File: config.mk
export PLATFORM = sky130hd
export DESIGN_NAME = qte_isqrt
export DESIGN_NICKNAME = d
export VERILOG_FILES = /design/src/hdl/assert_macros.svh /design/src/hdl/qte_pkg.sv /design/src/hdl/qte_isqrt.sv
export SDC_FILE = /design/constraint.sdc
export NUM_CORES = 2
export LEC_CHECK = 0
export BUFFER_PORTS_ARGS = -buffer_cell sky130_fd_sc_hd__buf_4
export CAP_MARGIN = 20
export CORE_MARGIN = 3
export CORE_UTILIZATION = 66
export CTS_BUF_LIST = sky130_fd_sc_hd__clkbuf_4 sky130_fd_sc_hd__clkbuf_8
export CTS_CLUSTER_SIZE = 10
export DETAILED_ROUTE_END_ITERATION = 12
export PLACE_DENSITY = 0.83
export SETUP_SLACK_MARGIN = 0.02
export SLEW_MARGIN = 10
export SYNTH_ARGS = -nofsm -noshare
export SYNTH_HDL_FRONTEND = slang
export SYNTH_SLANG_ARGS = --single-unit
File: constraint.sdc
create_clock -name clk_i -period 5.6 [get_ports clk_i]
set_input_delay 0.28 -clock clk_i [delete_from_list [all_inputs] [get_ports clk_i]]
set_output_delay 0.28 -clock clk_i [all_outputs]
set_load 0.005 [all_outputs]
File: src/hdl/assert_macros.svh
// ----------------------------------------------------------------------------
// assert_macros
// Concurrent assertion helpers shared by the RTL files.
// ----------------------------------------------------------------------------
`ifndef ASSERT_MACROS_SVH
`define ASSERT_MACROS_SVH

// cond in the same cycle implies prop
`define QTE_ASSERT_NOW(lbl, cond, prop) \
  lbl: assert property (@(posedge clk_i) disable iff (!rst_ni) (cond) |-> (prop)) \
    else $error("assertion failed");

// cond implies prop in the next cycle
`define QTE_ASSERT_NEXT(lbl, cond, prop) \
  lbl: assert property (@(posedge clk_i) disable iff (!rst_ni) (cond) |=> (prop)) \
    else $error("assertion failed");

`endif

File: src/hdl/qte_pkg.sv
// ----------------------------------------------------------------------------
// qte_pkg
// Constants, types and the arctangent table of the quaternion to Euler block.
// ----------------------------------------------------------------------------
`timescale 1ns / 1ps
`default_nettype none

package qte_pkg;

  localparam int unsigned CORDIC_STEPS = 16;
  localparam int unsigned ATAN_LEN     = 24;
  localparam int unsigned CSTEPS = (CORDIC_STEPS < ATAN_LEN) ? CORDIC_STEPS : ATAN_LEN;

  localparam int unsigned SQ_STEPS = 31;  // one result bit per stage
  localparam int unsigned LAT      = 3 + SQ_STEPS + CSTEPS + 2;

  localparam int unsigned TERM_W = 34;  // atan2 operand terms
  localparam int unsigned XW     = 38;  // CORDIC x/y with gain headroom
  localparam int unsigned ZW     = 35;  // CORDIC angle, Q.30 radians
  localparam int unsigned RAD_W  = 62;

  localparam logic signed [ZW-1:0]  PI_Q30       = 35'sd3373259426;
  localparam logic signed [31:0]    ASIN_MAX_Q30 = 32'sd1073731087;
  localparam logic signed [31:0]    ONE_Q30      = 32'sd1073741824;
  localparam logic signed [15:0]    LIM_PI       = 16'sd25736;
  localparam logic signed [15:0]    LIM_HALF_PI  = 16'sd12868;

  typedef struct packed {
    logic signed [TERM_W-1:0] yaw_y;
    logic signed [TERM_W-1:0] yaw_x;
    logic signed [TERM_W-1:0] roll_y;
    logic signed [TERM_W-1:0] roll_x;
    logic signed [31:0]       sin_p;
  } term_t;

  function automatic logic [31:0] atan_q30(input int unsigned idx);
    logic [31:0] v;
    case (idx)
      0:  v = 32'd843314856;
      1:  v = 32'd497837829;
      2:  v = 32'd263043836;
      3:  v = 32'd133525158;
      4:  v = 32'd67021686;
      5:  v = 32'd33543515;
      6:  v = 32'd16775850;
      7:  v = 32'd8388437;
      8:  v = 32'd4194282;
      9:  v = 32'd2097149;
      10: v = 32'd1048575;
      11: v = 32'd524287;
      12: v = 32'd262143;
      13: v = 32'd131071;
      14: v = 32'd65535;
      15: v = 32'd32767;
      16: v = 32'd16383;
      17: v = 32'd8191;
      18: v = 32'd4095;
      19: v = 32'd2047;
      20: v = 32'd1023;
      21: v = 32'd511;
      22: v = 32'd255;
      23: v = 32'd127;
      default: v = 32'd0;
    endcase
    return v;
  endfunction

endpackage

`default_nettype wire

File: src/hdl/qte_isqrt.sv
// ----------------------------------------------------------------------------
// qte_isqrt
// Pipelined floor square root, one result bit resolved per stage.
// ----------------------------------------------------------------------------
`timescale 1ns / 1ps
`default_nettype none

module qte_isqrt import qte_pkg::*; (
  input  wire logic             clk_i,
  input  wire logic             en_i,
  input  wire logic [60:0]      rad_i,
  output logic      [30:0]      root_o
);

  logic [RAD_W-1:0] v_q [SQ_STEPS];
  logic [RAD_W-1:0] r_q [SQ_STEPS];

  for (genvar k = 0; k < SQ_STEPS; k++) begin : g_stage
    localparam logic [RAD_W-1:0] SQ_BIT = RAD_W'(1) << (2 * (SQ_STEPS - 1 - k));
    logic [RAD_W-1:0] v_src, r_src, trial;

    if (k == 0) begin : g_first
      assign v_src = RAD_W'(rad_i);
      assign r_src = '0;
    end else begin : g_next
      assign v_src = v_q[k-1];
      assign r_src = r_q[k-1];
    end

    assign trial = r_src + SQ_BIT;

    always_ff @(posedge clk_i) begin
      if (en_i) begin
        if (v_src >= trial) begin
          v_q[k] <= v_src - trial;
          r_q[k] <= (r_src >> 1) + SQ_BIT;
        end else begin
          v_q[k] <= v_src;
          r_q[k] <= r_src >> 1;
        end
      end
    end
  end

  assign root_o = r_q[SQ_STEPS-1][30:0];

endmodule

`default_nettype wire

==> impl_results.md <==
* Gr usage total at 34.7%
* Gr ovfl total at 0
* Drt drc at 0
* Power density cells at 400 nW/µm²
* Mapped Nets at 9879
* Endpoints failing setup at 0
* Worst-Margin Slew at 1100 ps
* Clock Tree Buf Depth at 4
* Post-route clock period utilization at 80.1%
* Die H at 422 µm
* Die area at 178000 µm²
* CTS root buf: clkbuf_8
* Final Hold Violating Endpoints at 0
* CTS H-tree depth at 5
* Hold crit path type: input port to register
* Sequential share of power at 48.4%
* Post-route setup TNS at 0 ps
* Largest delay contributor family on the critical path: simple AND/OR/NAND/NOR gates
* Worst-path fanout max at 12
* Slowest CP cell: nor4_1
* Yosys warning count at 0
* Most used DFF post-synth: edfxtp_1
* Post-synthesis sequential area ratio at 61.8%
* Vias in the first global route at 76384
* Internal power at 34.6 mW
* Ys async rst share at 0%
* Req. time, crit path at 6340 ps
* Clock Latency Late Sink at 1100 ps
* Area share of the largest cell type after synthesis at 61.8%
* Hold Crit Depth at 2
* Unrepaired setup endpoints after global routing: no
* Minimum clock period at 4490 ps
* Layout Cells excl Fill at 12338
* Reg2reg start: v_q[1][165]$_DFFE_PP_
* Post-synth EDFFs at 2356
* Worst flop-to-flop path endpoint: v_q[1][245]$_DFFE_PP_
* IO Pins at 94
* CP arrival at 5220 ps
* Max_cap viols at 0
* Cells along the critical path: ha_1 -> nand3_1 -> nor4_1 -> nand4_1 -> o311ai_1 -> or3_1 -> o32a_1 -> nand3_1 -> nor4_1 -> xor2_1
* Yosys top cell by area: edfxtp_1
* Initial DRC count at 10470
* Net Sw Frac at 31.7%
* Dpl cells at 11551
* Maximum vdd drop at 0.307 mV
* Fillers at 10877
* Initial antenna violation count at 13
* Clk pwr share at 29.4%
* Hold_sp: en_i
* Startpoint Class: register
* Netlist cell types at 95
* Clk_skew at 108 ps
* Comb pwr share at 22.2%
* PortBufs at 93
* Synthesized area at 114000 µm²
* Clock sink count at 2356
* FF-to-FF setup slack at 1110 ps
* Status: complete, no violations
* Fmax at 0.223 GHz
* Slew Limit Fails at 0
* CTS buffer count at 380
* Max incr delay on CP at 660 ps
* Routability Congestion at 0.997
* Mean Syn Cell Area at 12.3 µm²
* Leakage power at 47.5 nW
* Hold Path End: v_q[0][857]$_DFFE_PP_
* Area of the core at 172000 µm²
* Final hold slack at 366 ps
* Most frequent cell after synthesis: edfxtp_1
* Clock slew at reported path FFs at 60 ps
* Layout cell share with drive strength beyond 1 at 9.14%
* Slew headroom at 26.5%
* Row cnt at 152
* Worst path bufs/invs at 0
* Via Count at 79791
* Avg Vias per Cell at 6.47
* Die width at 422 µm
* Nets at 10336
* Post-synth top cells: edfxtp_1 (2356), nand2_1 (695), inv_1 (628), nor2_1 (596), a21oi_1 (526)
* Net Switching at 16.1 mW
* Hpwl dp at 222000 µm
* Critical path class: register to register
* Synthesized flop and latch total at 2356
* Largest net degree at the start of global routing at 174
* Global-route wire length before repair at 466000 µm
* CTS tree: done
* Crit. End Element: register
* Post-Route WL at 314000 µm
* Syn Inst Count at 9293
* Area Overhead vs Synth at 10.6%
* Post-route ant nets at 0
* FF-to-FF path depth at 10
* 1st-pass router iterations at 8
* Top cells by area, synth: edfxtp_1 (62%), ha_1 (5.7%), xnor2_1 (3.3%), xor2_1 (3.1%), a21oi_1 (2.3%)
* Initial Util at 66.6%
* Avg WL per Cell at 25.5 µm
worst max path at each step:
stage	startpoint	end	slack, ps	cells after the start
6_report	v_q[1][165]$_DFFE_PP_	v_q[1][245]$_DFFE_PP_	1110	10
5_1_grt	v_q[1][165]$_DFFE_PP_	v_q[1][239]$_DFFE_PP_	820	10
4_1_cts	v_q[1][165]$_DFFE_PP_	v_q[1][245]$_DFFE_PP_	1120	10
3_5_place_dp	v_q[1][165]$_DFFE_PP_	v_q[1][245]$_DFFE_PP_	1140	10
3_3_place_gp	v_q[0][799]$_DFFE_PP_	v_q[0][863]$_DFFE_PP_	1010	7
2_1_floorplan	en_i	r_q[1][808]$_DFFE_PP_	1300	5
power groups by stage:
stage | clock [mW] | combinational, mW | sequential (mW)
2_1_floorplan | 0 | 7.93 | 23.6
3_3_place_gp | 0 | 10.6 | 24.7
3_5_place_dp | 0 | 10.8 | 24.7
4_1_cts | 14.8 | 11.0 | 24.4
5_1_grt | 15.8 | 12.3 | 24.7
6_report | 14.9 | 11.2 | 24.6
metal layers:
metal	global-route usage, %	part of all wire, %	wire length, µm
met2	52.3	44	139000
met1	48.1	39	123000
met4	16.3	5.3	16600
met5	0	0.0099	31
met3	8.30	11	35400
per-stage QoR:
stage | cell area (µm²) | util, % | power, mW | setup slack, ps
after detailed placement | 118000 | 68.6 | 35.5 | 1140
after global routing | 127000 | 73.7 | 52.7 | 824
after floorplan | 114000 | - | 31.6 | 1300
after global placement | 118000 | 68.6 | 35.3 | 1010
final | 127000 | 73.7 | 50.7 | 1110
after CTS | 127000 | 73.6 | 50.2 | 1120
flip-flops by register name, summed over array words and instances, names as in the netlist:
register	flops
v_q	1860
r_q	496
logic make-up after synthesis:
| family | share of synthesized area (%) |
|---|---|
| AND/OR/NAND/NOR | 13.5 |
| flip-flops | 61.8 |
| multiplexers | 0.706 |
| buffers and inverters | 2.80 |
| XOR/XNOR | 6.35 |
| AO/OA/AOI/OAI | 9.12 |
| adder cells (fa/ha/maj) | 5.72 |
area by class of cell:
type	count	area [µm²]	area share (%)
antenna	7	17.5	0.0138
clock buffer	482	6010	4.74
clock inverter	171	1340	1.06
inverter	630	2360	1.87
multi-input combinational	6092	40600	32.1
sequential	2356	70700	55.9
tap	2310	2890	2.28
timing repair buffer	290	2650	2.09
what timing repair did:
| item | in CTS | in global routing |
|---|---|---|
| setup buffers | 0 | 0 |
| gates resized for setup | 0 | 0 |
| hold endpoints to repair | 166 | 0 |
| hold buffers | 123 | 0 |
placed cells by master, fill, tap and decap left out, drive strengths merged, types with 48 or more instances in the layout:
cell type / netlist / routed
a21oi: 526 / 526
inv: 630 / 635
o21ai: 505 / 505
and3: 52 / 52
xnor2: 428 / 428
nor4b: 65 / 65
or3: 104 / 104
nand3: 162 / 162
o21a: 93 / 93
xor2: 402 / 402
or2: 48 / 48
nand2b: 122 / 122
edfxtp: 2356 / 2356
dlygate4sd3: 0 / 123
nor3: 267 / 267
o21bai: 55 / 55
or4: 89 / 89
a21o: 181 / 181
clkbuf: 192 / 482
nor2: 597 / 597
clkinv: 0 / 137
nor2b: 79 / 79
buf: 23 / 167
mux2: 62 / 62
nor4: 341 / 341
ha: 523 / 523
nand4: 153 / 153
nand2: 695 / 695
Power figures use the tool's default switching activity.
